### src/hdl/hatc_pkg.sv
package hatc_pkg;

	// scheduler call modes
	localparam logic [1:0] MODE_MANUAL = 2'd0;
	localparam logic [1:0] MODE_AUTO   = 2'd1;
	localparam logic [1:0] MODE_RESET  = 2'd2;

	// detection codes
	localparam logic [1:0] DET_CLEAR  = 2'd1;
	localparam logic [1:0] DET_DANGER = 2'd2;

	// configuration register indexes
	localparam logic [1:0] CFG_ALARM_DURATION = 2'd0;
	localparam logic [1:0] CFG_COOLDOWN       = 2'd1;
	localparam logic [1:0] CFG_STOP_RESEND    = 2'd2;

	localparam int          CFG_IDX_W  = 2;
	localparam int          CFG_DATA_W = 16;
	localparam int          SEC_W      = 8;
	localparam int          MS_W       = 16;
	localparam int          STOP_W     = 17;
	localparam int          MS_PER_SEC = 1000;

	localparam logic [SEC_W-1:0] DURATION_RST = 8'd3;
	localparam logic [SEC_W-1:0] COOLDOWN_RST = 8'd2;
	localparam logic [MS_W-1:0]  RESEND_RST   = 16'd1000;

endpackage

### src/hdl/hazard_alarm_timer_with_cooldown.sv
// Hazard alarm timer with cooldown, manual and auto alarm channels.
//
// Input channel (in_valid/in_ready): one scheduler call per transaction, carrying
// mode, detection and elapsed_ms. Output channel (out_valid/out_ready): exactly
// one result transaction per input, in order.
// The input stage register holds an accepted call; it moves into the result register
// once that register is free. Throughput: one call per cycle while the receiver keeps
// out_ready high. The alarm state is read and written back between the input stage
// register and the result register, so consecutive calls never wait on each other.
// Stall: while the result register is held by a stalled receiver, one more call
// may still be accepted into the input stage; after that in_ready drops until the
// result is taken.
// Configuration: cfg_wr_en/cfg_idx/cfg_wdata write a register; the user must write only
// while the block is idle, which the block does not enforce. Index 0 alarm duration (s),
// 1 cooldown (s), 2 motor stop keepalive period (ms); other indexes are ignored.
// Reset (arst_n low): both alarms off, timers and cooldowns cleared, keepalive
// counter saturated, indicators off, configuration back to 3 s / 2 s / 1000 ms,
// both stages empty.
module hazard_alarm_timer_with_cooldown #(
	parameter int TIMER_WIDTH = 18
) (
	input  logic                                 clk,
	input  logic                                 arst_n,

	input  logic                                 cfg_wr_en,
	input  logic [hatc_pkg::CFG_IDX_W-1:0]       cfg_idx,
	input  logic [hatc_pkg::CFG_DATA_W-1:0]      cfg_wdata,

	input  logic                                 in_valid,
	output logic                                 in_ready,
	input  logic [1:0]                           mode,
	input  logic [1:0]                           detection,
	input  logic [hatc_pkg::MS_W-1:0]            elapsed_ms,

	output logic                                 out_valid,
	input  logic                                 out_ready,
	output logic                                 auto_alarm_active,
	output logic                                 manual_alarm_active,
	output logic                                 red_led,
	output logic                                 buzzer,
	output logic                                 indicator_on_sent,
	output logic                                 indicator_off_sent,
	output logic [1:0]                           motor_stop_sends,
	output logic [1:0]                           nav_requests
);

	localparam int TW = TIMER_WIDTH;
	// product width for seconds * 1000 (255000 needs 18 bits)
	localparam int PW = (TW > 18) ? TW : 18;
	localparam logic [TW-1:0] TMAX = {TW{1'b1}};
	localparam logic [hatc_pkg::STOP_W-1:0] STOP_MAX = {hatc_pkg::STOP_W{1'b1}};

	typedef struct packed {
		logic          on;
		logic [TW-1:0] tmr;
		logic [TW-1:0] cool;
		logic          start;
		logic          stop;
	} chan_t;

	// configuration
	logic [hatc_pkg::SEC_W-1:0] duration_q;
	logic [hatc_pkg::SEC_W-1:0] cooldown_q;
	logic [hatc_pkg::MS_W-1:0]  resend_q;

	// alarm state
	logic                       man_on_q, auto_on_q;
	logic [TW-1:0]              man_tmr_q, auto_tmr_q;
	logic [TW-1:0]              man_cool_q, auto_cool_q;
	logic [hatc_pkg::STOP_W-1:0] since_stop_q;
	logic                       led_q, buzz_q;

	// input stage
	logic                       v_s1;
	logic [1:0]                 mode_s1;
	logic [1:0]                 det_s1;
	logic [hatc_pkg::MS_W-1:0]  ems_s1;

	logic advance;

	assign advance  = v_s1 && (!out_valid || out_ready);
	assign in_ready = !v_s1 || advance;

	function automatic logic [TW-1:0] clamp_ms(input logic [hatc_pkg::SEC_W-1:0] sec);
		logic [PW-1:0] ms;
		ms = PW'(sec) * PW'(hatc_pkg::MS_PER_SEC);
		return (ms > PW'(TMAX)) ? TMAX : ms[TW-1:0];
	endfunction

	function automatic logic [TW-1:0] sat_add(input logic [TW-1:0] a,
			input logic [hatc_pkg::MS_W-1:0] b);
		logic [TW:0] s;
		s = {1'b0, a} + (TW+1)'(b);
		return s[TW] ? TMAX : s[TW-1:0];
	endfunction

	function automatic logic [TW-1:0] floor_sub(input logic [TW-1:0] a,
			input logic [hatc_pkg::MS_W-1:0] b);
		return (a > TW'(b)) ? (a - TW'(b)) : '0;
	endfunction

	// one channel tick on already time-advanced state
	function automatic chan_t tick(input logic on, input logic [TW-1:0] tmr,
			input logic [TW-1:0] cool, input logic [1:0] det,
			input logic [TW-1:0] dur_ms, input logic [TW-1:0] cool_ms);
		chan_t r;
		logic  on1;
		r.start = (det == hatc_pkg::DET_DANGER) && !on && (cool == '0);
		on1     = on || r.start;
		r.tmr   = r.start ? '0 : tmr;
		r.stop  = on1 && ((r.tmr >= dur_ms) || (det == hatc_pkg::DET_CLEAR));
		r.on    = on1 && !r.stop;
		r.cool  = r.stop ? cool_ms : cool;
		return r;
	endfunction

	logic [TW-1:0]               dur_ms, cool_ms;
	logic [TW-1:0]               m_tmr, a_tmr, m_cool, a_cool;
	logic [hatc_pkg::STOP_W:0]   since_sum;
	logic [hatc_pkg::STOP_W-1:0] since_adv;
	chan_t                       ch;

	logic                        man_on_d, auto_on_d, led_d, buzz_d;
	logic [TW-1:0]               man_tmr_d, auto_tmr_d, man_cool_d, auto_cool_d;
	logic [hatc_pkg::STOP_W-1:0] since_d;
	logic                        on_sent_d, off_sent_d;
	logic [1:0]                  stops_d, navs_d;

	always_comb begin
		dur_ms  = clamp_ms(duration_q);
		cool_ms = clamp_ms(cooldown_q);

		m_tmr     = man_on_q ? sat_add(man_tmr_q, ems_s1) : man_tmr_q;
		a_tmr     = auto_on_q ? sat_add(auto_tmr_q, ems_s1) : auto_tmr_q;
		m_cool    = floor_sub(man_cool_q, ems_s1);
		a_cool    = floor_sub(auto_cool_q, ems_s1);
		since_sum = {1'b0, since_stop_q} + (hatc_pkg::STOP_W+1)'(ems_s1);
		since_adv = since_sum[hatc_pkg::STOP_W] ? STOP_MAX
			: since_sum[hatc_pkg::STOP_W-1:0];

		ch = tick((mode_s1 == hatc_pkg::MODE_AUTO) ? auto_on_q : man_on_q,
			(mode_s1 == hatc_pkg::MODE_AUTO) ? a_tmr : m_tmr,
			(mode_s1 == hatc_pkg::MODE_AUTO) ? a_cool : m_cool,
			det_s1, dur_ms, cool_ms);

		man_on_d    = man_on_q;
		auto_on_d   = auto_on_q;
		man_tmr_d   = m_tmr;
		auto_tmr_d  = a_tmr;
		man_cool_d  = m_cool;
		auto_cool_d = a_cool;
		since_d     = since_adv;
		led_d       = led_q;
		buzz_d      = buzz_q;
		on_sent_d   = 1'b0;
		off_sent_d  = 1'b0;
		stops_d     = 2'd0;
		navs_d      = 2'd0;

		case (mode_s1)
			hatc_pkg::MODE_MANUAL: begin
				man_on_d   = ch.on;
				man_tmr_d  = ch.tmr;
				man_cool_d = ch.cool;
			end
			hatc_pkg::MODE_AUTO: begin
				auto_on_d   = ch.on;
				auto_tmr_d  = ch.tmr;
				auto_cool_d = ch.cool;
				stops_d     = {1'b0, ch.start};
				if (ch.stop) begin
					navs_d = 2'd1;
				end else if (ch.on && (since_adv >= hatc_pkg::STOP_W'(resend_q))) begin
					since_d = '0;
					stops_d = stops_d + 2'd1;
				end
				if (!ch.on)
					navs_d = navs_d + 2'd1;
			end
			hatc_pkg::MODE_RESET: begin
				man_on_d   = 1'b0;
				auto_on_d  = 1'b0;
				led_d      = 1'b0;
				buzz_d     = 1'b0;
				off_sent_d = 1'b1;
			end
			default: ;
		endcase

		// shared indicators follow whichever channel ticked
		if (mode_s1 == hatc_pkg::MODE_MANUAL || mode_s1 == hatc_pkg::MODE_AUTO) begin
			on_sent_d  = ch.start;
			off_sent_d = ch.stop;
			if (ch.start) begin
				led_d  = 1'b1;
				buzz_d = 1'b1;
			end
			if (ch.stop) begin
				led_d  = 1'b0;
				buzz_d = 1'b0;
			end
		end
	end

	always_ff @(posedge clk or negedge arst_n) begin
		if (!arst_n) begin
			duration_q <= hatc_pkg::DURATION_RST;
			cooldown_q <= hatc_pkg::COOLDOWN_RST;
			resend_q   <= hatc_pkg::RESEND_RST;
		end else if (cfg_wr_en) begin
			case (cfg_idx)
				hatc_pkg::CFG_ALARM_DURATION: duration_q <= cfg_wdata[hatc_pkg::SEC_W-1:0];
				hatc_pkg::CFG_COOLDOWN:       cooldown_q <= cfg_wdata[hatc_pkg::SEC_W-1:0];
				hatc_pkg::CFG_STOP_RESEND:    resend_q   <= cfg_wdata[hatc_pkg::MS_W-1:0];
				default: ;
			endcase
		end
	end

	always_ff @(posedge clk or negedge arst_n) begin
		if (!arst_n) begin
			v_s1 <= 1'b0;
		end else if (in_valid && in_ready) begin
			v_s1 <= 1'b1;
		end else if (advance) begin
			v_s1 <= 1'b0;
		end
	end

	always_ff @(posedge clk) begin
		if (in_valid && in_ready) begin
			mode_s1 <= mode;
			det_s1  <= detection;
			ems_s1  <= elapsed_ms;
		end
	end

	always_ff @(posedge clk or negedge arst_n) begin
		if (!arst_n) begin
			man_on_q     <= 1'b0;
			auto_on_q    <= 1'b0;
			man_tmr_q    <= '0;
			auto_tmr_q   <= '0;
			man_cool_q   <= '0;
			auto_cool_q  <= '0;
			since_stop_q <= STOP_MAX;
			led_q        <= 1'b0;
			buzz_q       <= 1'b0;
			out_valid    <= 1'b0;
		end else if (advance) begin
			man_on_q     <= man_on_d;
			auto_on_q    <= auto_on_d;
			man_tmr_q    <= man_tmr_d;
			auto_tmr_q   <= auto_tmr_d;
			man_cool_q   <= man_cool_d;
			auto_cool_q  <= auto_cool_d;
			since_stop_q <= since_d;
			led_q        <= led_d;
			buzz_q       <= buzz_d;
			out_valid    <= 1'b1;
		end else if (out_ready) begin
			out_valid <= 1'b0;
		end
	end

	always_ff @(posedge clk) begin
		if (advance) begin
			indicator_on_sent  <= on_sent_d;
			indicator_off_sent <= off_sent_d;
			motor_stop_sends   <= stops_d;
			nav_requests       <= navs_d;
		end
	end

	assign auto_alarm_active   = auto_on_q;
	assign manual_alarm_active = man_on_q;
	assign red_led             = led_q;
	assign buzzer              = buzz_q;

	// an on command without an off command leaves the indicators lit
	a_on_lights: assert property (@(posedge clk) disable iff (!arst_n)
		out_valid && indicator_on_sent && !indicator_off_sent |-> red_led && buzzer)
		else $error("indicator on sent but indicators dark");

	// two stops in one step need a start plus keepalive, so the alarm stays active
	a_two_stops: assert property (@(posedge clk) disable iff (!arst_n)
		out_valid && motor_stop_sends == 2'd2 |-> auto_alarm_active)
		else $error("double motor stop without active auto alarm");

	// a staged transaction is held while the result register is stalled
	a_stage_hold: assert property (@(posedge clk) disable iff (!arst_n)
		v_s1 && out_valid && !out_ready |=> v_s1 && $stable(mode_s1) && $stable(ems_s1))
		else $error("input stage lost a transaction during stall");

	// the alarm state changes only when a transaction advances
	a_state_quiet: assert property (@(posedge clk) disable iff (!arst_n)
		!advance |=> $stable(auto_on_q) && $stable(man_on_q) && $stable(since_stop_q))
		else $error("alarm state changed without a transaction");

endmodule

### config.mk
export PLATFORM = sky130hd
export DESIGN_NAME = hazard_alarm_timer_with_cooldown
export DESIGN_NICKNAME = d
export VERILOG_FILES = /design/src/hdl/hatc_pkg.sv /design/src/hdl/hazard_alarm_timer_with_cooldown.sv
export SDC_FILE = /design/constraint.sdc
export NUM_CORES = 1
export LEC_CHECK = 0
export BUFFER_PORTS_ARGS = -buffer_cell sky130_fd_sc_hd__buf_2
export CAP_MARGIN = 20
export CORE_MARGIN = 2
export CORE_UTILIZATION = 60
export CTS_CLUSTER_DIAMETER = 50
export DETAILED_ROUTE_END_ITERATION = 8
export MAX_ROUTING_LAYER = met4
export PLACE_DENSITY_LB_ADDON = 0.1
export SLEW_MARGIN = 20
export SYNTH_ARGS = -nofsm -noshare
export SYNTH_HDL_FRONTEND = slang
export SYNTH_SLANG_ARGS = --single-unit
### constraint.sdc
create_clock -name clk -period 8.3 [get_ports clk]
set_input_delay 0 -clock clk [delete_from_list [all_inputs] [get_ports clk]]
set_output_delay 0 -clock clk [all_outputs]
set_load 0.03 [all_outputs]
# Yosys cells after proc, flatten, opt, wreduce, memory -nomap -nowiden
# Cells that the tools add are included.
# W data, S select, Z words.
# totals
regBits	153
input_bits	43
# classes
n_addsub	7
multipliers	2
order_cmp	6
eq_ne	6
mux	42
bitwise_logic	2
n_reduce_logical	29
# op_table
op	n
$mux W18	16
$mux W17	4
$add A18 B16 Y19	2
$gt A18 B16 Y1	2
$gt A18 B18 Y1 const B	2
$sub A18 B16 Y18	2
$mul A8 B7 Y15 const B	2
$add A17 B16 Y18	1
$ge A18 B18 Y1	1
$logic_not A18 Y1	1
$mux W1	18
$ge A17 B16 Y1	1
$reduce_and A2 Y1	5
$reduce_bool A2 Y1	4
$logic_and A1 B1 Y1	7
$eq A2 B1 Y1 const B	3
$eq A2 B2 Y1 const B	3
$logic_or A1 B1 Y1	5
$logic_not A1 Y1	4
$logic_not A2 Y1	2
$mux W2	2
$pmux W1 S2	2
$reduce_or A3 Y1	1
$add A1 B1 Y2 const B	1
2 further kinds	3

# Logic depth before layout (Yosys ltp)
# Gate-level depths: netlist (run 1).
# logic_depth
depth_word	15
ltp_mapped	34
ltp_nobuf	33

# Worst setup path after synthesis (run 1)
# No wires, ideal clock.
# synth_timing
kind	register to register
startpoint	register duration_q[2] (netlist name)
endpoint	register man_cool_q[12]
arrival_time_ps	6635
t_required_ps	8175
path_slack_ps	1540
stages_incl_launch_ff	34
path_buffers	1
cell_sequence	dfrtp_1 -> fa_1 -> inv_1 -> fa_1 -> inv_1 -> fa_1 -> inv_1 -> fa_1 -> inv_1 -> ha_1 -> inv_1 -> nor2_1 -> nor2_1 -> nor2_1 -> o21ai_0 -> nand2_1 -> a21oi_1 -> o21bai_1 -> a21oi_1 -> o21ai_0 -> xnor2_1 -> ha_1 -> nand4_1 -> nor2_1 -> nand2_1 -> or3_1 -> nand2b_1 -> o41ai_1 -> nand2_1 -> a21boi_2 -> buf_2 -> or2_2 -> a21oi_1 -> nor2_1
# synth_via
elab_chain_cells	8
# synth_lines
element	line	text
from (decl)	hazard_alarm_timer_with_cooldown.sv:62	logic [hatc_pkg::SEC_W-1:0] duration_q;
from (signal assigned)	hazard_alarm_timer_with_cooldown.sv:207	duration_q <= hatc_pkg::DURATION_RST;
from (signal assigned)	hazard_alarm_timer_with_cooldown.sv:212	hatc_pkg::CFG_ALARM_DURATION: duration_q <= cfg_wdata[hatc_pkg::SEC_W-1:0];
$mul A8 B7 Y15 (*)	hazard_alarm_timer_with_cooldown.sv:86	ms = PW'(sec) * PW'(hatc_pkg::MS_PER_SEC);
$gt A18 B18 Y1	hazard_alarm_timer_with_cooldown.sv:87	return (ms > PW'(TMAX)) ? TMAX : ms[TW-1:0];
$mux W18 (*)	hazard_alarm_timer_with_cooldown.sv:87	
$ge A18 B18 Y1 (*)	hazard_alarm_timer_with_cooldown.sv:111	r.stop = on1 && ((r.tmr >= dur_ms) || (det == hatc_pkg::DET_CLEAR));
$logic_or A1 B1 Y1 (*)	hazard_alarm_timer_with_cooldown.sv:111	
$logic_and A1 B1 Y1 (*)	hazard_alarm_timer_with_cooldown.sv:111	
$mux W18 (*)	hazard_alarm_timer_with_cooldown.sv:113	r.cool = r.stop ? cool_ms : cool;
$mux W18 (*)	hazard_alarm_timer_with_cooldown.sv:160	case (mode_s1)
to (signal assigned)	hazard_alarm_timer_with_cooldown.sv:255	man_cool_q <= man_cool_d;
to (decl)	hazard_alarm_timer_with_cooldown.sv:69	logic [TW-1:0] man_cool_q, auto_cool_q;
# Mark *: on every way between the ends. The rest lies on a longest branch, timed or not.
# A chain may end at the register's enable or synchronous reset.

# Final worst setup path (run 1)
# layout_timing
startpoint	register duration_q[2] (netlist name)
endpoint	register auto_cool_q[16]
# layout_via
elab_chain_cells	8
# layout_lines
element	line	text
$mul A8 B7 Y15 (*)	hazard_alarm_timer_with_cooldown.sv:86	
$gt A18 B18 Y1	hazard_alarm_timer_with_cooldown.sv:87	
$mux W18 (*)	hazard_alarm_timer_with_cooldown.sv:87	
$ge A18 B18 Y1 (*)	hazard_alarm_timer_with_cooldown.sv:111	
$logic_or A1 B1 Y1 (*)	hazard_alarm_timer_with_cooldown.sv:111	
$logic_and A1 B1 Y1 (*)	hazard_alarm_timer_with_cooldown.sv:111	
$mux W18 (*)	hazard_alarm_timer_with_cooldown.sv:113	
$mux W18 (*)	hazard_alarm_timer_with_cooldown.sv:160	
to (signal assigned)	hazard_alarm_timer_with_cooldown.sv:256	auto_cool_q <= auto_cool_d;
to (decl)	hazard_alarm_timer_with_cooldown.sv:69	
# Marks and branches as above.

==> summary.txt, run 1 <==
Run status
  – Status: finished, final reports clean

Global route
  – Largest net degree at the start of global routing: 87
  – Vias in the first global route: 13200
  – Grt ovf: 0
  – First-pass GRT wire length: 70600 um
  – GRT Resource Usage Total: 35.7%
  – Initial antenna violation count: 1

Die
  – Die H: 162 um
  – IO Pins: 55
  – Die ar.: 0.0262 mm^2
  – Row count: 57
  – Core area: 0.0244 mm^2
  – Die X: 162 um
  – Starting density of the core: 61.2%

Route
  – Pre-antenna DRT Iters: 5
  – Total Routed Length: 44400 um
  – DRC: 0
  – Vias: 13500
  – Initial DRC Count: 1345
  – Via/cell ratio: 6.34
  – ANT nets after route: 0
  – WL/cell: 20.8 um

Cells and area
  – Most common cell after layout, fill and taps aside: ha_1
  – Non-Filler Instances: 2136
  – Area Overhead vs Synth: 10.7%
  – Most frequent cells in the layout: 186 x ha_1, 155 x nor2_1, 154 x nand2_1
  – Layout Nets: 2076
  – Layout cells sized above 1: 11.4%

CTS
  – CTS Sinks: 153
  – Post-CTS Setup Bufs: 0
  – Clock buffer count from CTS: 17
  – CTS tree: built
  – Clock Tree Root: clkbuf_16
  – H-tree Lvls: 4
  – CTS Buffer Depth: 2
  – Clock Pin Slew Worst Setup and Hold Paths: 0.07 ns
  – Worst skew pair latency: 0.45 ns

Run
  – Max-cap violations: 0

Placement
  – GPL Wtd Cong: 0.990
  – Final HPWL DP: 32900 um
  – Cells after DPL: 2061
  – IO buf count: 54

STA
  – Worst relative slew slack: 37.0%
  – Crit share post-route: 91.6%
  – Minimum clock period: 7.61 ns
  – Final hold vios: 0
  – Final setup violating endpoints: 0
  – Fmax: 131 MHz
  – RSZ-0062 raised after global routing: false
  – Worst-Margin Slew: 0.945 ns
  – Clock skew: 0.0120 ns
  – Final setup TNS: 0 ns
  – Final Max Slew Viols: 0

Setup path
  – Critical path class: reg -> reg
  – Crit-path max cell delay: 0.62 ns
  – CP max stage cell: fa_1
  – CP required: 8.60 ns
  – CP Launch Type: flop
  – CP delay by family, top: adder cells
  – Critical Path Most Common Cell: inv_1
  – CP arrival: 7.91 ns
  – Crit path max fanout: 8
  – Worst setup EP type: flop
  – CP bufs+invs: 6

Synthesis
  – Yosys warns: 0
  – Syn avg cell area: 8.67 um^2
  – Cell count after synthesis: 1722
  – Syn Nets: 2001
  – Ys flop type: dfrtp_1
  – Ys async rst share: 83.0%
  – Number of synthesized flops with an enable pin: 26
  – Sequential share of the synthesized area: 26.7%
  – Synth Register Bits: 153
  – Distinct cell type count after synthesis: 85
  – Cell Area, Synth: 0.0149 mm^2

Power
  – Leakage: 7.63 nW
  – Pwr Density: 462 mW/mm^2
  – Peak supply drop: 510 uV

Worst hold path
  – HP Class: in -> reg
[registers in the layout, indices dropped and copies added (netlist names), 8 cells and up]
| signal | count |
|---|---|
| auto_cool_q | 18 |
| auto_tmr_q | 18 |
| cooldown_q | 8 |
| duration_q | 8 |
| ems_s1 | 16 |
| man_cool_q | 18 |
| man_tmr_q | 18 |
| resend_q | 16 |
| since_stop_q | 17 |
[power by group]
group | switching [mW] | internal (mW) | leakage (nW)
registers | 0.216 | 1.03 | 1.78
logic | 3.36 | 2.24 | 5.57
clock network | 0.368 | 0.421 | 0.280
[cell usage after synthesis, drive strengths merged (11+ instances only)]
cell	n	area [um^2]
clkbuf	46	174
nor2b	15	96.3
a211oi	14	105
a21oi	121	606
o21bai	16	120
dfstp	26	683
a31oi	21	131
ha	187	2340
o31ai	11	96.3
xor2	34	298
xnor2	46	403
nor3	19	95.1
o21a	19	143
o211ai	18	135
o22ai	23	144
fa	49	981
nand2b	28	175
o21ai	128	652
nand2	155	582
nand3	37	190
a21o	43	323
nand4	18	113
mux2	41	462
dfrtp	101	2530
buf	17	91.3
inv	147	552
edfxtp	26	781
nor2	155	582
[final timing paths]
kind | slack [ns] | cells past startpoint | to | startpoint
setup / recovery | 0.69 | 33 | auto_cool_q[16] | duration_q[2]
hold / removal | 0.09 | 5 | duration_q[5] | cfg_idx[0]
setup reg to reg | 0.69 | 33 | auto_cool_q[16] | duration_q[2]
hold reg to reg | 0.47 | 2 | since_stop_q[9] | since_stop_q[9]
max in group asynchronous | 6.92 | 3 | man_cool_q[5] | arst_n
min in group asynchronous | 0.15 | 2 | man_cool_q[13] | arst_n
[layout make-up]
class	instances	area, um^2
Fill cell	2034	7850
Clock buffer	18	429
Antenna cell	2	5.00
Clock inverter	14	139
Inverter	148	556
Multi-Input combinational cell	1358	10100
Timing Repair Buffer	119	865
Sequential cell	153	3990
Tap cell	324	405
[cells by family (layout without fill, tap and decap cells)]
logic type,Yosys count,count (layout),synth area share [%]
xor+xnor,80,80,4.69
other cells,0,2,0
compound gates,506,506,22.0
simple gates,486,486,15.2
buf+inv,211,299,5.49
flops,153,153,26.7
mux,50,50,3.69
fa+ha+maj,236,236,22.2
[timing repair]
action,4_1_cts,5_1_grt
setup endpoints to repair,0,11
hold buffers,40,0
resized for setup,0,2
hold endpoints to repair,127,0
[through the flow]
step                power (mW)  setup slack, ns  utilization [%]  hold WS (ns)  cell area [um^2]
floorplan                 5.23             1.54                -        -0.296             14900
global placement          6.55            0.756             63.7         0.123             15500
detailed placement        6.65            0.536             63.8         0.130             15500
CTS                       7.51            0.514             67.7        0.0128             16500
global route              8.33            0.175             67.8         0.117             16500
finish                    7.63            0.694             67.8        0.0858             16500
[worst register-to-register path: cells and delay by family (launching register included)]
family	cells	cell delay (ns)
AND/OR/NAND/NOR	11	1.90
buffers and inverters	6	0.57
flip-flops	1	0.50
AO/OA/AOI/OAI	9	1.65
XOR/XNOR	1	0.17
adder cells (fa/ha/maj)	6	2.68
[routing by layer]
| metal | GRT usage, % | up-vias | share of wire [%] |
|---|---|---|---|
| met4 | 13.2 | 0 | 3.5 |
| met3 | 8.20 | 107 | 9.2 |
| met5 | - | - | 0 |
| met2 | 53.3 | 581 | 44 |
| li1 | - | 6332 | - |
| met1 | 47.6 | 6517 | 43 |
Power figures use the tool's default switching activity.
==> inputs of run 2 (changes only) <==
--- a/config.mk
+++ b/config.mk
@@ -13,6 +13,8 @@
 export DETAILED_ROUTE_END_ITERATION = 8
 export MAX_ROUTING_LAYER = met4
 export PLACE_DENSITY_LB_ADDON = 0.1
+export RECOVER_POWER = 25
+export REMOVE_ABC_BUFFERS = 1
 export SLEW_MARGIN = 20
 export SYNTH_ARGS = -nofsm -noshare
 export SYNTH_HDL_FRONTEND = slang
==> summary.txt, run 2 (synthesis results as in run 1) <==
STA
  – Clock skew: 0.0135 ns (+0.00146 ns)
  – Minimum clock period: 7.61 ns (+0.00149 ns)
  – RSZ-0062 raised after global routing: false
  – Final Max Slew Viols: 60 (+60)
  – Final hold vios: 0 (unchanged)
  – Worst-Margin Slew: 3.54 ns (+2.60 ns)
  – Worst relative slew slack: -136% (-170 points)
  – Fmax: 131 MHz (about the same)
  – Final setup TNS: 0 ns (unchanged)
  – Final setup violating endpoints: 0 (unchanged)
  – Crit share post-route: 91.7% (about the same)
  – Hold Worst Slack: 0.0481 ns (-0.0377 ns)

Cells and area
  – Post-Layout Inst Area: 0.0165 mm^2 (-0.23%)
  – Area Overhead vs Synth: 10.5%
  – End-of-flow core utilization: 67.7% (-0.15 points)
  – Most frequent cells in the layout: 186 x ha_1, 155 x nor2_1, 154 x nand2_1
  – Layout cells sized above 1: 11.0% (-0.43 points)
  – Layout Nets: 2074 (-0.096%)
  – Antenna diodes: 0 (-2)
  – Most common cell after layout, fill and taps aside: ha_1

Global route
  – Vias in the first global route: 13100 (-1.2%)
  – GRT Resource Usage Total: 34.8% (-0.82 points)
  – Initial antenna violation count: 0 (-1)
  – Largest net degree at the start of global routing: 87 (unchanged)
  – Grt ovf: 0 (unchanged)
  – First-pass GRT wire length: 69900 um (-0.96%)

Power
  – Pwr Density: 453 mW/mm^2 (-1.9%)
  – Peak supply drop: 444 uV (-13%)
  – Sw Ratio: 50.9% (-0.68 points)
  – Internal power: 3.67 mW (-0.70%)
  – Sw Pwr: 3.81 mW (-3.4%)
  – Clk network pwr share: 10.3% (about the same)
  – Design Power: 7.48 mW (-2.1%)
  – Leakage: 7.60 nW (-0.49%)
  – Seq pwr share: 16.7% (+0.4 points)
  – Comb pwr share: 72.9% (-0.5 points)

Setup path
  – CP max stage cell: fa_1
  – Critical path class: reg -> reg
  – CP Launch Type: flop
  – Setup slack, reg-to-reg: 0.69 ns (about the same)
  – Worst-case reg-to-reg path depth: 33 (unchanged)
  – Critical Path Most Common Cell: inv_1
  – CP required: 8.66 ns (+0.06 ns)
  – Crit-path max cell delay: 0.60 ns (-0.02 ns)
  – RR Startpoint: duration_q[2]
  – CP arrival: 7.97 ns (+0.06 ns)
  – Crit path max fanout: 29 (+21)
  – Worst setup path start: duration_q[2]
  – Worst setup EP type: flop
  – Worst r2r dst: man_cool_q[14]

Die
  – IO Pins: 55 (unchanged)
  – Die ar.: 0.0262 mm^2 (unchanged)
  – Die X: 162 um (unchanged)
  – Starting density of the core: 61.2% (unchanged)
  – Row count: 57 (unchanged)
  – Die H: 162 um (unchanged)
  – Core area: 0.0244 mm^2 (unchanged)

Route
  – Vias: 13400 (-1.2%)
  – WL/cell: 20.3 um (-2.3%)
  – Total Routed Length: 43200 um (-2.5%)
  – DRC: 0 (unchanged)
  – ANT nets after route: 0 (unchanged)
  – Via/cell ratio: 6.28 (-0.97%)
  – Initial DRC Count: 1339 (-0.45%)
  – Pre-antenna DRT Iters: 8 (+3)

Run
  – Max-cap violations: 1 (+1)

Worst hold path
  – Hold Path Sink: duration_q[1]
  – Hold depth: 5 (unchanged)
  – Worst hold start: cfg_idx[1]
  – HP Class: in -> reg

CTS
  – CTS Sinks: 153 (unchanged)
  – Clock buffer count from CTS: 17 (unchanged)
  – H-tree Lvls: 4 (unchanged)
  – CTS Buffer Depth: 2 (unchanged)
  – Clock Tree Root: clkbuf_16
  – Worst skew pair latency: 0.44 ns (about the same)
  – Clock Pin Slew Worst Setup and Hold Paths: 0.07 ns (about the same)
  – CTS tree: built

Run status
  – Failing checks: max-capacitance violations, max-slew violations
  – Status: complete, but fails checks

Placement
  – Final HPWL DP: 32600 um (-0.92%)
  – Dpl cell area: 0.0155 mm^2 (about the same)
  – IO buf count: 54 (unchanged)
  – GPL Wtd Cong: 1.02 (+2.6%)
[run 2: cell count changes in the layout (fill, tap and decap cells not counted), sizes merged]
cell,before,now
buf,78,72
bufinv,1,0
clkbuf,19,24
clkinv,5,3
clkinvlp,1,3
diode,2,0
[run 2: how the worst max path moves through the flow]
stage / end / slack, ns / depth (start not counted)
after global routing: man_cool_q[14] / 0.04 / 33
after CTS: auto_cool_q[9] / 0.30 / 33
after detailed placement: auto_cool_q[9] / 0.37 / 33
after global placement: auto_cool_q[9] / 0.66 / 33
final: man_cool_q[14] / 0.69 / 33
after floorplan: auto_cool_q[9] / 0.94 / 33
[run 2: power groups by stage]
| stage | logic, mW | clock network, mW | registers, mW |
|---|---|---|---|
| after floorplan | 4.01 | 0 | 1.19 |
| after global placement | 5.23 | 0 | 1.25 |
| after detailed placement | 5.31 | 0 | 1.25 |
| after CTS | 5.37 | 0.776 | 1.24 |
| after global routing | 6.15 | 0.804 | 1.28 |
| final | 5.45 | 0.773 | 1.25 |
[run 2: layer usage]
metal,GRT usage [%],vias up,wire [um]
met2,52.0,595,18900
met3,5.72,77,3640
li1,-,6323,-
met4,11.2,0,1290
met5,-,-,0
met1,48.7,6385,19400
[run 2: area by class of cell]
class	count	area, um^2
timing repair buffer	117	837
sequential	153	3990
inverter	148	556
clock buffer	19	454
multi-input combinational	1358	10100
clock inverter	13	108
fill	1991	7890
tap	324	405
[run 2: what timing repair did]
| action | 4_1_cts | 5_1_grt |
|---|---|---|
| setup buffers | 0 | 0 |
| hold buffers | 40 | 0 |
| endpoints found under the setup margin | 0 | 27 |
| hold endpoints to repair | 112 | 0 |
| resized for setup | 0 | 3 |
[run 2: through the flow]
step	cells	worst slack, ns
finish	2132	0.692
global route	2132	0.0431
CTS	2132	0.303
detailed placement	2060	0.366
global placement	2060	0.659
floorplan	1659	0.943
[run 2: critical path: cells and delay by family, from the launching register on]
family          cells  cell delay, ns
buf+inv             6            0.54
flops               1            0.50
simple gates       11            1.90
compound gates      9            1.72
xor+xnor            1            0.15
fa+ha+maj           6            2.69
==> inputs of run 3 (changes only) <==
--- a/config.mk
+++ b/config.mk
@@ -5,16 +5,17 @@
 export SDC_FILE = /design/constraint.sdc
 export NUM_CORES = 1
 export LEC_CHECK = 0
-export BUFFER_PORTS_ARGS = -buffer_cell sky130_fd_sc_hd__buf_2
 export CAP_MARGIN = 20
 export CORE_MARGIN = 2
 export CORE_UTILIZATION = 60
 export CTS_CLUSTER_DIAMETER = 50
 export DETAILED_ROUTE_END_ITERATION = 8
+export DONT_BUFFER_PORTS = 1
 export MAX_ROUTING_LAYER = met4
 export PLACE_DENSITY_LB_ADDON = 0.1
 export RECOVER_POWER = 25
 export REMOVE_ABC_BUFFERS = 1
+export SKIP_CTS_REPAIR_TIMING = 1
 export SLEW_MARGIN = 20
 export SYNTH_ARGS = -nofsm -noshare
 export SYNTH_HDL_FRONTEND = slang
==> summary.txt, run 3 (synthesis results as in run 1) <==
Power
  – Clk network pwr share: 10.7% (+0.4 points)
  – Leakage: 7.39 nW (-2.7%)
  – Seq pwr share: 16.7% (about the same)
  – Comb pwr share: 72.6% (-0.3 points)
  – Internal power: 3.71 mW (+1.1%)
  – Sw Ratio: 50.8% (-0.15 points)
  – Sw Pwr: 3.83 mW (+0.53%)
  – Pwr Density: 463 mW/mm^2 (+2.3%)
  – Peak supply drop: 335 uV (-25%)

CTS
  – Clock Tree Root: clkbuf_16
  – Clock Pin Slew Worst Setup and Hold Paths: 0.06 ns (about the same)
  – CTS Buffer Depth: 2 (unchanged)
  – Worst skew pair latency: 0.44 ns (about the same)
  – CTS tree: built
  – CTS Sinks: 153 (unchanged)
  – H-tree Lvls: 4 (unchanged)
  – Clock buffer count from CTS: 17 (unchanged)

Run
  – Max-cap violations: 1 (unchanged)

STA
  – Worst relative slew slack: -317% (-180 points)
  – Fmax: 131 MHz (-0.27%)
  – RSZ-0062 raised after global routing: false
  – Clock skew: 0.0157 ns (+0.00219 ns)
  – Worst-Margin Slew: 6.25 ns (+2.71 ns)
  – Final hold vios: 4 (+4)
  – Final setup violating endpoints: 0 (unchanged)
  – Minimum clock period: 7.63 ns (+0.0210 ns)
  – Hold Worst Slack: -0.0291 ns (-0.0773 ns)
  – Crit share post-route: 91.9% (+0.25 points)
  – Final Max Slew Viols: 128 (+110%)
  – Final setup TNS: 0 ns (unchanged)

Die
  – Row count: 57 (unchanged)
  – Starting density of the core: 61.2% (unchanged)
  – Die H: 162 um (unchanged)
  – Core area: 0.0244 mm^2 (unchanged)
  – IO Pins: 55 (unchanged)
  – Die ar.: 0.0262 mm^2 (unchanged)
  – Die X: 162 um (unchanged)

Placement
  – Final HPWL DP: 32200 um (-1.3%)
  – IO buf count: 0 (-100%)
  – GPL Wtd Cong: 0.931 (-8.3%)

Worst hold path
  – HP Class: in -> reg

Route
  – Via/cell ratio: 6.39 (+1.7%)
  – WL/cell: 20.8 um (+2.6%)
  – Initial DRC Count: 1303 (-2.7%)
  – Vias: 13300 (-0.88%)
  – Pre-antenna DRT Iters: 6 (-2)
  – ANT nets after route: 0 (unchanged)
  – DRC: 0 (unchanged)
  – Total Routed Length: 43200 um (about the same)

Cells and area
  – Fill cells: 2022 (+1.6%)
  – Most common cell after layout, fill and taps aside: ha_1
  – Layout Nets: 2019 (-2.7%)
  – Antenna diodes: 0 (unchanged)
  – Most frequent cells in the layout: 186 x ha_1, 154 x nor2_1, 154 x nand2_1
  – Area Overhead vs Synth: 8.90%
  – Area of the multi-input gates: 0.0101 mm^2 (-0.11%)
  – Layout cells sized above 1: 8.39% (-2.6 points)
  – FF+latch area: 0.00399 mm^2 (unchanged)

Global route
  – First-pass GRT wire length: 67700 um (-3.2%)
  – Grt ovf: 0 (unchanged)
  – Vias in the first global route: 12400 (-4.9%)
  – Largest net degree at the start of global routing: 128 (+47%)
  – GRT Resource Usage Total: 33.9% (-0.94 points)
  – Initial antenna violation count: 0 (unchanged)

Setup path
  – Critical Path Most Common Cell: inv_1
  – Crit-path max cell delay: 0.62 ns (+0.02 ns)
  – Worst setup EP type: flop
  – Critical path class: reg -> reg
  – CP Launch Type: flop
  – CP arrival: 7.97 ns (about the same)
  – CP bufs+invs: 6 (unchanged)
  – CP delay by family, top: adder cells
  – Crit path max fanout: 29 (unchanged)
  – CP max stage cell: fa_1
  – CP required: 8.64 ns (-0.02 ns)

Run status
  – Failing checks: negative hold slack, max-capacitance violations, max-slew violations
  – Status: complete, but fails checks
[run 3: final timing paths]
kind	slack [ns]	from	to	cells after the start
min	-0.03	cfg_idx[0]	duration_q[7]	4
max	0.67	duration_q[2]	man_cool_q[6]	33
min in group asynchronous	2.64	arst_n	man_cool_q[10]	2
min reg2reg	0.47	since_stop_q[15]	since_stop_q[15]	2
max reg2reg	0.67	duration_q[2]	man_cool_q[6]	33
max in group asynchronous	2.09	arst_n	resend_q[14]	2
[run 3: stage by stage]
step	setup slack (ns)	util (%)	std cells	area, um^2	power (mW)
after floorplan	0.943	-	1659	14700	5.21
after global placement	0.852	62.5	2004	15200	6.45
after detailed placement	0.684	62.5	2004	15200	6.56
after CTS	0.650	65.0	2036	15800	7.40
after global routing	0.0286	66.7	2077	16300	8.27
final	0.671	66.7	2077	16300	7.54
[run 3: area by class of cell]
class                   instances  area share, %
inverters                     148           3.44
multi-input cells            1358           62.3
clock buffers                  21           3.03
well taps                     324           2.49
flip-flops and latches        153           24.5
repair buffers                 62           3.49
clock inverters                11          0.677
[run 3: layer usage]
layer,routed length (um),global-route usage (%),vias to the layer above
met2,19400,51.4,614
met5,0,-,-
li1,-,-,6227
met3,3430,5.85,63
met4,860,7.64,0
met1,19500,47.8,6358
[run 3: tightest hold or removal path, cell delays in order]
cell     delay, ns
nor3b_1       0.04
buf_4         0.17
nand2_1       0.07
o21ai_0       0.07
[run 3: power by group through the flow]
stage / logic (mW) / registers (mW) / clock network, mW
2_1_floorplan: 4.01 / 1.19 / 0
3_3_place_gp: 5.19 / 1.26 / 0
3_5_place_dp: 5.29 / 1.26 / 0
4_1_cts: 5.35 / 1.25 / 0.807
5_1_grt: 6.15 / 1.29 / 0.838
6_report: 5.47 / 1.26 / 0.808
